--- config.mk ---
export PLATFORM = sky130hd
export DESIGN_NAME = track_jump_outlier_removal_core
export DESIGN_NICKNAME = d
export VERILOG_FILES = /design/src/design/trk_pkg.sv /design/src/design/trk_cell.sv /design/src/design/trk_judge.sv /design/src/design/track_jump_outlier_removal_core.sv
export SDC_FILE = /design/constraint.sdc
export NUM_CORES = 2
export LEC_CHECK = 0
export BUFFER_PORTS_ARGS = -buffer_cell sky130_fd_sc_hd__clkbuf_2
export CAP_MARGIN = 0
export CORE_ASPECT_RATIO = 0.8
export CORE_MARGIN = 2
export CORE_UTILIZATION = 55
export DETAILED_ROUTE_END_ITERATION = 8
export GPL_TIMING_DRIVEN = 0
export PLACE_DENSITY_LB_ADDON = 0.25
export SYNTH_ARGS = -nofsm -noshare
export SYNTH_HDL_FRONTEND = slang
export SYNTH_SLANG_ARGS = --single-unit
--- constraint.sdc ---
create_clock -name clk_i -period 91.4 [get_ports clk_i]
set_input_delay 0 -clock clk_i [delete_from_list [all_inputs] [get_ports clk_i]]
set_output_delay 0 -clock clk_i [all_outputs]
set_load 0.02 [all_outputs]
--- src/design/trk_pkg.sv ---
`default_nettype none

package trk_pkg;

  localparam int unsigned CoordW  = 16;
  localparam int unsigned RatioW  = 4;
  localparam int unsigned PassesW = 4;
  localparam int unsigned LimitW  = CoordW + RatioW + 4;

  localparam logic [RatioW-1:0]  RatioReset  = 4'd5;
  localparam logic [PassesW-1:0] ExtraReset  = 4'd10;

  // configuration register indexes
  localparam logic CfgJumpRatio   = 1'b0;
  localparam logic CfgExtraPasses = 1'b1;

  typedef struct packed {
    logic [CoordW-1:0] frame;
    logic [CoordW-1:0] x;
    logic [CoordW-1:0] y;
  } row_t;

  // one chain word: a stored row and its keep bit
  typedef struct packed {
    logic keep;
    row_t row;
  } cell_t;

  typedef enum logic [1:0] {
    ST_LOAD,
    ST_PASS,
    ST_EMIT
  } state_e;

endpackage

`default_nettype wire

--- src/design/trk_cell.sv ---
`default_nettype none

module trk_cell
  import trk_pkg::*;
(
  input  wire        clk_i,
  input  wire        rst_ni,
  input  wire        shift_i,
  input  wire cell_t cell_i,
  output cell_t      cell_o
);

  logic keep_q;
  row_t row_q;

  always_ff @(posedge clk_i or negedge rst_ni) begin
    if (!rst_ni) begin
      keep_q <= 1'b0;
    end else if (shift_i) begin
      keep_q <= cell_i.keep;
    end
  end

  always_ff @(posedge clk_i) begin
    if (shift_i) begin
      row_q <= cell_i.row;
    end
  end

  assign cell_o.keep = keep_q;
  assign cell_o.row  = row_q;

endmodule

`default_nettype wire

--- src/design/trk_judge.sv ---
`default_nettype none

module trk_judge
  import trk_pkg::*;
(
  input  wire               clk_i,
  input  wire               rst_ni,
  input  wire  [RatioW-1:0] ratio_i,
  input  wire  cell_t       head_i,
  input  wire               step_i,
  input  wire               pass_end_i,
  output logic              drop_o
);

  // last row kept at the start of this pass, drops included
  row_t              prev_q;
  logic              prev_vld_q;
  logic [CoordW-1:0] d_frame;
  logic [CoordW-1:0] d_x;
  logic [CoordW-1:0] d_y;
  logic [LimitW-1:0] limit;

  always_comb begin
    d_frame = (head_i.row.frame >= prev_q.frame) ? head_i.row.frame - prev_q.frame
                                                 : prev_q.frame - head_i.row.frame;
    d_x     = (head_i.row.x >= prev_q.x) ? head_i.row.x - prev_q.x : prev_q.x - head_i.row.x;
    d_y     = (head_i.row.y >= prev_q.y) ? head_i.row.y - prev_q.y : prev_q.y - head_i.row.y;
    limit   = {(LimitW-4)'(ratio_i * d_frame), 4'b0000};
    drop_o  = head_i.keep && prev_vld_q &&
              (({8'd0, d_x} >= limit) || ({8'd0, d_y} >= limit));
  end

  always_ff @(posedge clk_i or negedge rst_ni) begin
    if (!rst_ni) begin
      prev_vld_q <= 1'b0;
    end else if (step_i) begin
      if (pass_end_i) begin
        prev_vld_q <= 1'b0;
      end else if (head_i.keep) begin
        prev_vld_q <= 1'b1;
      end
    end
  end

  always_ff @(posedge clk_i) begin
    if (step_i && head_i.keep) begin
      prev_q <= head_i.row;
    end
  end

endmodule

`default_nettype wire

--- src/design/track_jump_outlier_removal_core.sv ---
`default_nettype none

// channel | direction | handshake              | word
// --------+-----------+------------------------+------------------------------------------
// in      | input     | in_valid_i/in_ready_o   | frame_number, pos_x, pos_y, last_row
// out     | output    | out_valid_o/out_ready_i | out_frame, out_x, out_y, out_last, overflow
// cfg     | input     | cfg_valid_i/cfg_ready_o | cfg_index (0 jump_ratio, 1 extra_passes)
//
// Loading takes one word per cycle; each word shifts into the tail of the cell chain until it is full.
// After the last word, each cleanup pass rotates the whole chain once past the judge at
// the head, for at most extra_passes+1 passes.
// Emission is one more rotation, which stalls while a kept row waits for the output register.
// in_ready_o is low from the last word until emission ends; the output register lets
// the next track load while the final word waits.
// Reset clears keep bits and counters at once; the row payload is not reset.

module track_jump_outlier_removal_core
  import trk_pkg::*;
#(
  parameter int unsigned MAX_ROWS = 64
) (
  input  wire                clk_i,
  input  wire                rst_ni,
  // row input
  input  wire                in_valid_i,
  output logic               in_ready_o,
  input  wire  [CoordW-1:0]  frame_number_i,
  input  wire  [CoordW-1:0]  pos_x_i,
  input  wire  [CoordW-1:0]  pos_y_i,
  input  wire                last_row_i,
  // surviving rows
  output logic               out_valid_o,
  input  wire                out_ready_i,
  output logic [CoordW-1:0]  out_frame_o,
  output logic [CoordW-1:0]  out_x_o,
  output logic [CoordW-1:0]  out_y_o,
  output logic               out_last_o,
  output logic               overflow_o,
  // configuration
  input  wire                cfg_valid_i,
  output logic               cfg_ready_o,
  input  wire                cfg_index_i,
  input  wire  [RatioW-1:0]  cfg_data_i
);

  localparam int unsigned CntW = $clog2(MAX_ROWS + 1);
  localparam int unsigned IdxW = $clog2(MAX_ROWS);
  localparam logic [CntW-1:0] CntFull  = CntW'(MAX_ROWS);
  localparam logic [IdxW-1:0] StepLast = IdxW'(MAX_ROWS - 1);

  state_e state_q, state_d;

  logic [RatioW-1:0]  ratio_q;
  logic [PassesW-1:0] extra_q;
  logic [CntW-1:0]    row_cnt_q;   // rows stored in this track
  logic [CntW-1:0]    keep_cnt_q;  // rows still kept
  logic [IdxW-1:0]    step_q;      // position within a rotation
  logic [PassesW:0]   passes_q;    // passes run so far, current one included
  logic               removed_q;   // current pass dropped a row
  logic               ovf_q;

  cell_t chain_out [MAX_ROWS];
  cell_t chain_in  [MAX_ROWS];
  cell_t head;
  cell_t feed;

  logic in_acc;
  logic store;
  logic shift;
  logic step_last;
  logic drop;
  logic pass_step;
  logic slot_free;
  logic emit_word;
  logic more_pass;

  // ---------------------------------------------------------------------------
  // cell chain: data moves toward cell 0; the tail takes the feed word
  // ---------------------------------------------------------------------------
  for (genvar i = 0; i < MAX_ROWS; i++) begin : g_cell
    if (i == MAX_ROWS - 1) begin : g_tail
      assign chain_in[i] = feed;
    end else begin : g_mid
      assign chain_in[i] = chain_out[i+1];
    end
    trk_cell u_cell (
      .clk_i   (clk_i),
      .rst_ni  (rst_ni),
      .shift_i (shift),
      .cell_i  (chain_in[i]),
      .cell_o  (chain_out[i])
    );
  end

  assign head = chain_out[0];

  trk_judge u_judge (
    .clk_i      (clk_i),
    .rst_ni     (rst_ni),
    .ratio_i    (ratio_q),
    .head_i     (head),
    .step_i     (pass_step),
    .pass_end_i (step_last),
    .drop_o     (drop)
  );

  assign cfg_ready_o = 1'b1;
  assign step_last   = (step_q == StepLast);
  assign slot_free   = !out_valid_o || out_ready_i;
  assign more_pass   = (removed_q || drop) && (passes_q <= {1'b0, extra_q});

  // ---------------------------------------------------------------------------
  // sequencer
  // ---------------------------------------------------------------------------
  always_ff @(posedge clk_i or negedge rst_ni) begin
    if (!rst_ni) begin
      state_q <= ST_LOAD;
    end else begin
      state_q <= state_d;
    end
  end

  always_comb begin
    state_d    = state_q;
    in_ready_o = 1'b0;
    in_acc     = 1'b0;
    store      = 1'b0;
    shift      = 1'b0;
    pass_step  = 1'b0;
    emit_word  = 1'b0;
    feed       = '{keep: 1'b0, row: head.row};
    case (state_q)
      ST_LOAD: begin
        in_ready_o = 1'b1;
        in_acc     = in_valid_i;
        store      = in_acc && (row_cnt_q != CntFull);
        shift      = store;
        feed       = '{keep: 1'b1,
                       row: '{frame: frame_number_i, x: pos_x_i, y: pos_y_i}};
        if (in_acc && last_row_i) begin
          state_d = ST_PASS;
        end
      end
      ST_PASS: begin
        shift     = 1'b1;
        pass_step = 1'b1;
        feed      = '{keep: head.keep && !drop, row: head.row};
        if (step_last && !more_pass) begin
          state_d = ST_EMIT;
        end
      end
      ST_EMIT: begin
        shift     = !head.keep || slot_free;
        emit_word = head.keep && slot_free;
        if (shift && step_last) begin
          state_d = ST_LOAD;
        end
      end
      default: begin
        state_d = ST_LOAD;
      end
    endcase
  end

  // ---------------------------------------------------------------------------
  // counters and flags
  // ---------------------------------------------------------------------------
  always_ff @(posedge clk_i or negedge rst_ni) begin
    if (!rst_ni) begin
      row_cnt_q  <= '0;
      keep_cnt_q <= '0;
      step_q     <= '0;
      passes_q   <= '0;
      removed_q  <= 1'b0;
      ovf_q      <= 1'b0;
    end else begin
      if (store) begin
        row_cnt_q  <= row_cnt_q + 1'b1;
        keep_cnt_q <= keep_cnt_q + 1'b1;
      end else if ((pass_step && drop) || emit_word) begin
        keep_cnt_q <= keep_cnt_q - 1'b1;
      end
      if (in_acc && !store) begin
        ovf_q <= 1'b1;
      end
      if (in_acc && last_row_i) begin
        passes_q <= (PassesW+1)'(1);
      end else if (pass_step && step_last) begin
        passes_q <= passes_q + 1'b1;
      end
      if (pass_step) begin
        removed_q <= step_last ? 1'b0 : (removed_q || drop);
      end
      if (state_q != ST_LOAD && shift) begin
        step_q <= step_last ? '0 : step_q + 1'b1;
      end
      // track done: start over for the next one
      if (state_q == ST_EMIT && shift && step_last) begin
        row_cnt_q <= '0;
        ovf_q     <= 1'b0;
      end
    end
  end

  // ---------------------------------------------------------------------------
  // configuration registers
  // ---------------------------------------------------------------------------
  always_ff @(posedge clk_i or negedge rst_ni) begin
    if (!rst_ni) begin
      ratio_q <= RatioReset;
      extra_q <= ExtraReset;
    end else if (cfg_valid_i) begin
      case (cfg_index_i)
        CfgJumpRatio:   ratio_q <= cfg_data_i;
        CfgExtraPasses: extra_q <= cfg_data_i;
        default:        ratio_q <= ratio_q;
      endcase
    end
  end

  // ---------------------------------------------------------------------------
  // output register
  // ---------------------------------------------------------------------------
  always_ff @(posedge clk_i or negedge rst_ni) begin
    if (!rst_ni) begin
      out_valid_o <= 1'b0;
    end else if (emit_word) begin
      out_valid_o <= 1'b1;
    end else if (out_ready_i) begin
      out_valid_o <= 1'b0;
    end
  end

  always_ff @(posedge clk_i) begin
    if (emit_word) begin
      out_frame_o <= head.row.frame;
      out_x_o     <= head.row.x;
      out_y_o     <= head.row.y;
      out_last_o  <= (keep_cnt_q == CntW'(1));
      overflow_o  <= ovf_q;
    end
  end

  // ---------------------------------------------------------------------------
  // assertions
  // ---------------------------------------------------------------------------
  a_keep_le_rows: assert property (@(posedge clk_i) disable iff (!rst_ni)
    keep_cnt_q <= row_cnt_q)
    else $error("more kept rows than stored rows");

  a_pass_limit: assert property (@(posedge clk_i) disable iff (!rst_ni)
    state_q == ST_PASS |-> passes_q <= {1'b0, extra_q} + 1'b1)
    else $error("cleanup pass limit exceeded");

  a_track_drained: assert property (@(posedge clk_i) disable iff (!rst_ni)
    (state_q == ST_EMIT && state_d == ST_LOAD) |=> keep_cnt_q == '0)
    else $error("kept rows left after emission");

  a_emit_only: assert property (@(posedge clk_i) disable iff (!rst_ni)
    $rose(out_valid_o) |-> $past(state_q == ST_EMIT))
    else $error("output word outside emission");

  a_no_load_busy: assert property (@(posedge clk_i) disable iff (!rst_ni)
    (state_q == ST_PASS) |=> $stable(row_cnt_q))
    else $error("row count moved during cleanup");

endmodule

`default_nettype wire

# --- After elaboration in Yosys (flattened, before gate mapping) ---
# Cells that the tools add are included.
totals:
  latch_bits: 0
  memories: 0
  ramBits: 0
  register_bits: 3273
  mem_bits_ro: 0
  wordCells: 369
classes:
  div: 0
  reduce_logical: 39
  bitwise: 1
  n_lt_le_gt_ge: 6
  n_addsub: 11
  shift: 0
  mul: 1
  eq_ne: 8
  n_mux: 28
ops:
  columns: ["cell", "count"]
  rows:
  - ["case mux 49 bit (2 select lines)", 1]
  - ["subtractor 16 bit", 6]
  - ["greater-or-equal comparator 16 bit", 3]
  - ["greater-or-equal comparator 16 x 24 -> 1 bit", 2]
  - ["2-to-1 mux 16 bit", 3]
  - ["2-to-1 mux 7 bit", 4]
  - ["multiplier 4 x 16 -> 20 bit", 1]
  - ["logical AND 1 bit", 17]
  - ["adder 7 x 1 -> 7 bit, second input constant", 2]
  - ["nonzero test 2 bit", 7]
  - ["2-to-1 mux 1 bit", 12]
  - ["2-to-1 mux 5 bit", 2]
  - ["equality test 7 x 1 -> 1 bit, second input constant", 1]
  - ["inequality test 7 bit, second input constant", 1]
  - ["subtractor 7 x 1 -> 7 bit, second input constant", 1]
  - ["adder 6 x 1 -> 6 bit, second input constant", 1]
  - ["equality test 6 bit, second input constant", 1]
  - ["2-to-1 mux 2 bit", 3]
  - ["2-to-1 mux 6 bit", 1]
  - ["inequality test 2 bit, second input constant", 3]
  - ["case mux 2 bit (3 select lines)", 1]
  - ["AND reduction 2 bit", 3]
  - ["adder 5 x 1 -> 5 bit, second input constant", 1]
  - ["less-or-equal comparator 5 x 4 -> 1 bit", 1]
  - ["8 further kinds", 16]

# --- Logic depth before layout (Yosys ltp) ---
logic_depth:
  depth_word: 12
  depth_mapped: 38
  ltp_nobuf: 35

# --- Hierarchy ---
# From an unflattened synthesis, not the netlist that was laid out.
unflattened:
  hier_cells: 4572
  area_unflattened_um2: 107951.0
modules_own_cells:
  columns: ["mod", "cells_each", "n_inst", "area_per_inst_um2", "seq_area_each_um2"]
  rows:
  - ["trk_cell", 51, 64, 1488.9, 1466.4]
  - ["trk_judge", 1014, 1, 8559.5, 1466.4]
  - ["track_jump_outlier_removal_core", 294, 1, 4100.2, 2457.4]

# --- Worst setup path after synthesis ---
# Ideal clock, no wire load.
synth_timing:
  path_type: "reg2reg"
  startpoint: "register row_cnt_q[0]"
  endpoint: "register g_cell[0].u_cell.row_q (netlist bit g_cell[0].u_cell.cell_o[0]) (enable)"
  path_stages_with_launch: 11
  setup_ns: 3.365
  arrival_time_ns: 60.319
  path_slack_ns: 27.715
  synth_period_minus_slack_ns: 63.685
  required_time_ns: 88.035
  path_buffers: 2
  cell_sequence: "dfrtp_1 -> inv_1 -> ha_1 -> nand4_1 -> and3_1 -> a21oi_1 -> nor2_1 -> nor2_1 -> clkbuf_1 -> clkbuf_1 -> inv_1"
synth_via:
  elab_chain_len: 3
synth_lines:
  columns: ["item", "line_no", "text"]
  rows:
  - ["start: declaration", "track_jump_outlier_removal_core.sv:55", "logic [CntW-1:0] row_cnt_q;"]
  - ["start signal: assignment", "track_jump_outlier_removal_core.sv:178", "row_cnt_q <= row_cnt_q + 1'b1;"]
  - ["inequality test 7 bit", "track_jump_outlier_removal_core.sv:136", "store = in_acc && (row_cnt_q != CntFull);"]
  - ["logical AND 1 bit", "track_jump_outlier_removal_core.sv:136", null]
  - ["case mux 1 bit (3 select lines)", "track_jump_outlier_removal_core.sv:132", "case (state_q)"]
  - ["named net g_cell[0].u_cell.shift_i", "trk_cell.sv:8", "input wire shift_i,"]
  - ["end signal: assignment", "trk_cell.sv:26", "row_q <= cell_i.row;"]
  - ["end: declaration", "trk_cell.sv:14", "row_t row_q;"]
# The timed path passes the listed nets, and every way through them passes these cells.
# A chain may end at the register's enable or synchronous reset.

# --- Worst setup path in the final report ---
layout_timing:
  startpoint: "register g_cell[0].u_cell.row_q (netlist bit g_cell[0].u_cell.cell_o[32])"
  endpoint: "register keep_cnt_q[6]"
layout_via:
  elab_chain_len: 9
  word_cells_on_any_way: 12
  cone_classes: "2 x add/sub; 1 x mul; 3 x order compare; 1 x mux; 5 x reduce/logical"
layout_lines:
  columns: ["item", "line_no", "text"]
  rows:
  - ["subtractor 16 bit (tied with other cells)", "trk_judge.sv:25", ": prev_q.frame - head_i.row.frame;"]
  - ["2-to-1 mux 16 bit *", "trk_judge.sv:24", "d_frame = (head_i.row.frame >= prev_q.frame) ? head_i.row.frame - prev_q.frame"]
  - ["multiplier 4 x 16 -> 20 bit *", "trk_judge.sv:28", "limit = {(LimitW-4)'(ratio_i * d_frame), 4'b0000};"]
  - ["greater-or-equal comparator 16 x 24 -> 1 bit", "trk_judge.sv:30", "(({8'd0, d_x} >= limit) || ({8'd0, d_y} >= limit));"]
  - ["logical OR 1 bit *", "trk_judge.sv:30", null]
  - ["logical AND 1 bit *", "trk_judge.sv:29", "drop_o = head_i.keep && prev_vld_q &&"]
  - ["logical AND 1 bit *", "track_jump_outlier_removal_core.sv:180", "end else if ((pass_step && drop) || emit_word) begin"]
  - ["logical OR 1 bit *", "track_jump_outlier_removal_core.sv:180", null]
  - ["nonzero test 2 bit (no line) *", null, null]
  - ["end signal: assignment", "track_jump_outlier_removal_core.sv:179", "keep_cnt_q <= keep_cnt_q + 1'b1;"]
  - ["end signal: assignment", "track_jump_outlier_removal_core.sv:181", "keep_cnt_q <= keep_cnt_q - 1'b1;"]
  - ["end: declaration", "track_jump_outlier_removal_core.sv:56", "logic [CntW-1:0] keep_cnt_q;"]
# Every way passes the cells marked *; elsewhere a longest branch is shown, timed or not.

==> metrics.txt <==
Via-to-Cell Ratio=5.19; cell mode on critical path=inv_1; TNS Setup=0 ns; setup repair after global routing missed its margin=false; Final ANT Viol Nets=0; Syn Std Cell Area=0.107 sq mm; CORE AREA=0.195 sq mm; Max Cap Viol=0; routed via count=41400; Final GP Congestion=0.827; Post-CTS Setup Bufs=0; Final setup viols=0; worst skew pair latency=0.93 ns; Iteration-0 DRC Markers=3992; Pins Over Slew Limit=0; worst slew pin tran=1.37 ns; Final Hold Violating Endpoints=0; Post-synth EDFFs=3170; TritonCTS buffer count=311; Net Sw Frac=0.200; syn nets=4896; Rows=around 150; FF+latch area=0.0978 sq mm; clock share of power=0.406; Port Buffer Count=110; Layout area overhead=13.8%; Die ar.=0.199 sq mm; peak per-stage delay on the critical path=0.72 ns; clock skew=0.0836 ns; ys flop type=edfxtp_1; Fmax=102 MHz; YS warnings=0; sequential share of power=0.551; final wirelength=153 mm; Max-Slew Margin vs Limit=0.0857; WL/cell=around 19 um; # DRC=0; Power Density=24.0 mW/mm^2; Lkg Pwr=between 30 and 40 nW; Non-Filler Instances=between 7000 and 8000; P_sw=between 0.0005 and 0.0006 W; hold path cells=4; I/O pin cnt=between 100 and 150; worst-path maximum fanout=10; final worst path period share=0.107; largest net degree at the start of global routing=157; drt pass-1 iters=5; Die Height=399 um; total global-route track usage=0.154; clk buf depth=4; vias in the first global route=39800; Clock Pin Slew Worst Setup and Hold Paths=about 0.06 ns; worst hold path type=in -> reg; sequential share of the synthesized area=0.910; HPWL Detailed=88.1 mm; startpoint class of the critical path=flip-flop; first-pass GRT wire length=~230 mm; most frequent cells in the layout=edfxtp_1, clkbuf_16, inv_1; cell count after synthesis=4651; combinational share of power=0.042; CTS tree=built; Mean Syn Cell Area=approximately 23 sq um; grt ovf=0; Post-CTS Resized=0; Reg2Reg Depth=38; Starting Density=0.552; Critical Path RT=92.16 ns; Synth cell types=74; htree depth=5; layout cells sized above 1=0.123; initial antenna violation count=10; Root Driver=clkbuf_16; final net count=roughly 5400; WS Path Type=reg -> reg; CP arrival=~11 ns; ys async rst share=0.0315; setup ws final=about 80 ns; Internal Pwr Total=0.00235 W; status=completed; sinks on the clock net=3273; #FFs+latches synth=3273; area of the multi-input gates=0.00868 sq mm; commonest non-fill, non-tap cell in the layout=edfxtp_1; Layout fillers=12800; crit path capture type=flip-flop; Post-Route Utilization=0.628; Max VDD drop=around 0.016 mV; pre-CTS WS=between 80 and 90 ns; slowest CP cell=nor4_1; min Tclk post-route=9.82 ns; placed cell count=7359; die extent in x=498 um
## synth_stat cells, types with 5 or more instances
master	number	area (sq um)
a211oi_1	6	45.0
a21boi_0	8	60.1
a21o_1	40	300
a21oi_1	86	430
a221o_1	5	50.1
a31oi_1	10	62.6
and2_1	40	250
and3_1	13	81.3
buf_1	5	18.8
buf_2	12	60.1
clkbuf_1	34	128
dfrtp_1	99	2480
edfxtp_1	3170	95200
fa_1	34	681
ha_1	152	1900
inv_1	191	717
mux2_2	84	946
mux2i_1	25	250
nand2_1	129	484
nand2b_1	20	125
nand3_1	31	155
nand4_1	26	163
nor2_1	67	251
nor2b_1	30	188
nor3_1	21	105
o2111ai_1	6	52.6
o211ai_1	6	45.0
o21a_1	14	105
o21ai_0	111	556
o21bai_1	10	75.1
o31ai_1	12	90.1
o32ai_1	5	43.8
or3_1	9	56.3
or4_1	8	60.1
xnor2_1	28	245
xor2_1	32	280
## per-layer routing
layer | global-route usage | wire [um] | vias to the layer above
met5 | 0 | 0 | -
met4 | 0.0613 | 5650 | 0
met3 | 0.0270 | 6210 | 364
met2 | 0.203 | 63000 | 750
met1 | 0.254 | 78400 | 21100
li1 | - | - | 19200
## kinds of logic (layout without fill, tap and decap cells)
logic type | after synthesis | after routing | synth area share
DFF | 3273 | 3273 | 0.910
and+or+nand+nor | 415 | 415 | 0.0194
AOI/OAI and AO/OA | 357 | 357 | 0.0212
buffers and inverters | 250 | 1005 | 0.00923
adders and majority gates | 186 | 186 | 0.0240
muxes | 109 | 109 | 0.0111
xor gates and xnor gates | 60 | 60 | 0.00489
other | 1 | 6 | 0.0000349
## final cells by class
type                            count  area share
Buffer                             59     0.00225
Clock inverter                    147      0.0101
Sequential cell                  3273       0.800
Multi-Input combinational cell   1128      0.0710
Clock buffer                      382      0.0669
Timing Repair Buffer              226      0.0178
Tap cell                         2572      0.0263
Antenna cell                        5    0.000102
Inverter                          191     0.00592
## flip-flops by register name (all words and copies together), names as in the netlist, 2 cells and up
register	count
g_cell.u_cell.cell_o	3072
g_cell.u_cell.keep_q	64
u_judge.prev_q	48
out_frame_o	16
out_x_o	16
out_y_o	16
keep_cnt_q	7
row_cnt_q	7
step_q	6
passes_q	5
extra_q	4
ratio_q	4
state_q	2
## power groups by stage
| stage | clock [W] | sequential [W] | combinational, W |
|---|---|---|---|
| 6_report | 0.00119 | 0.00162 | 0.000125 |
| 5_1_grt | 0.00129 | 0.00162 | 0.000144 |
| 4_1_cts | 0.00123 | 0.00162 | 0.000125 |
| 3_5_place_dp | 0 | 0.00165 | 0.000120 |
| 3_3_place_gp | 0 | 0.00165 | 0.000120 |
| 2_1_floorplan | 0 | 0.00165 | 0.0000862 |
## worst paths after layout
check	to	slack [ns]	startpoint
setup / recovery	keep_cnt_q[6]	81.58	g_cell[0].u_cell.cell_o[32]
hold / removal	g_cell[63].u_cell.cell_o[21]	0.05	pos_x_i[5]
setup reg to reg	keep_cnt_q[6]	81.58	g_cell[0].u_cell.cell_o[32]
hold reg to reg	g_cell[13].u_cell.cell_o[1]	0.37	g_cell[14].u_cell.cell_o[1]
max in group asynchronous	extra_q[1]	90.77	rst_ni
min in group asynchronous	g_cell[28].u_cell.keep_q	0.23	rst_ni
## critical path, delay by kind of cell (launching register included)
family                     cells  cell delay (ns)
AOI/OAI and AO/OA             11             2.47
DFF                            1             0.59
and+or+nand+nor               11             2.50
muxes                          1             0.16
xor gates and xnor gates       2             0.41
adders and majority gates      6             2.36
buffers and inverters          7             1.20
## timing repair
item,4_1_cts,5_1_grt
endpoints found under the hold margin,185,0
hold buffers,90,0
endpoints found under the setup margin,0,0
## through the flow
step / total power (W) / hold slack, ns / area [sq um]
2_1_floorplan: 0.00174 / -0.296 / 107000
3_3_place_gp: 0.00177 / 0.284 / 111000
3_5_place_dp: 0.00177 / 0.0878 / 112000
4_1_cts: 0.00298 / 0.000377 / 122000
5_1_grt: 0.00305 / 0.0424 / 122000
6_report: 0.00294 / 0.0511 / 122000
Power figures use the tool's default switching activity.
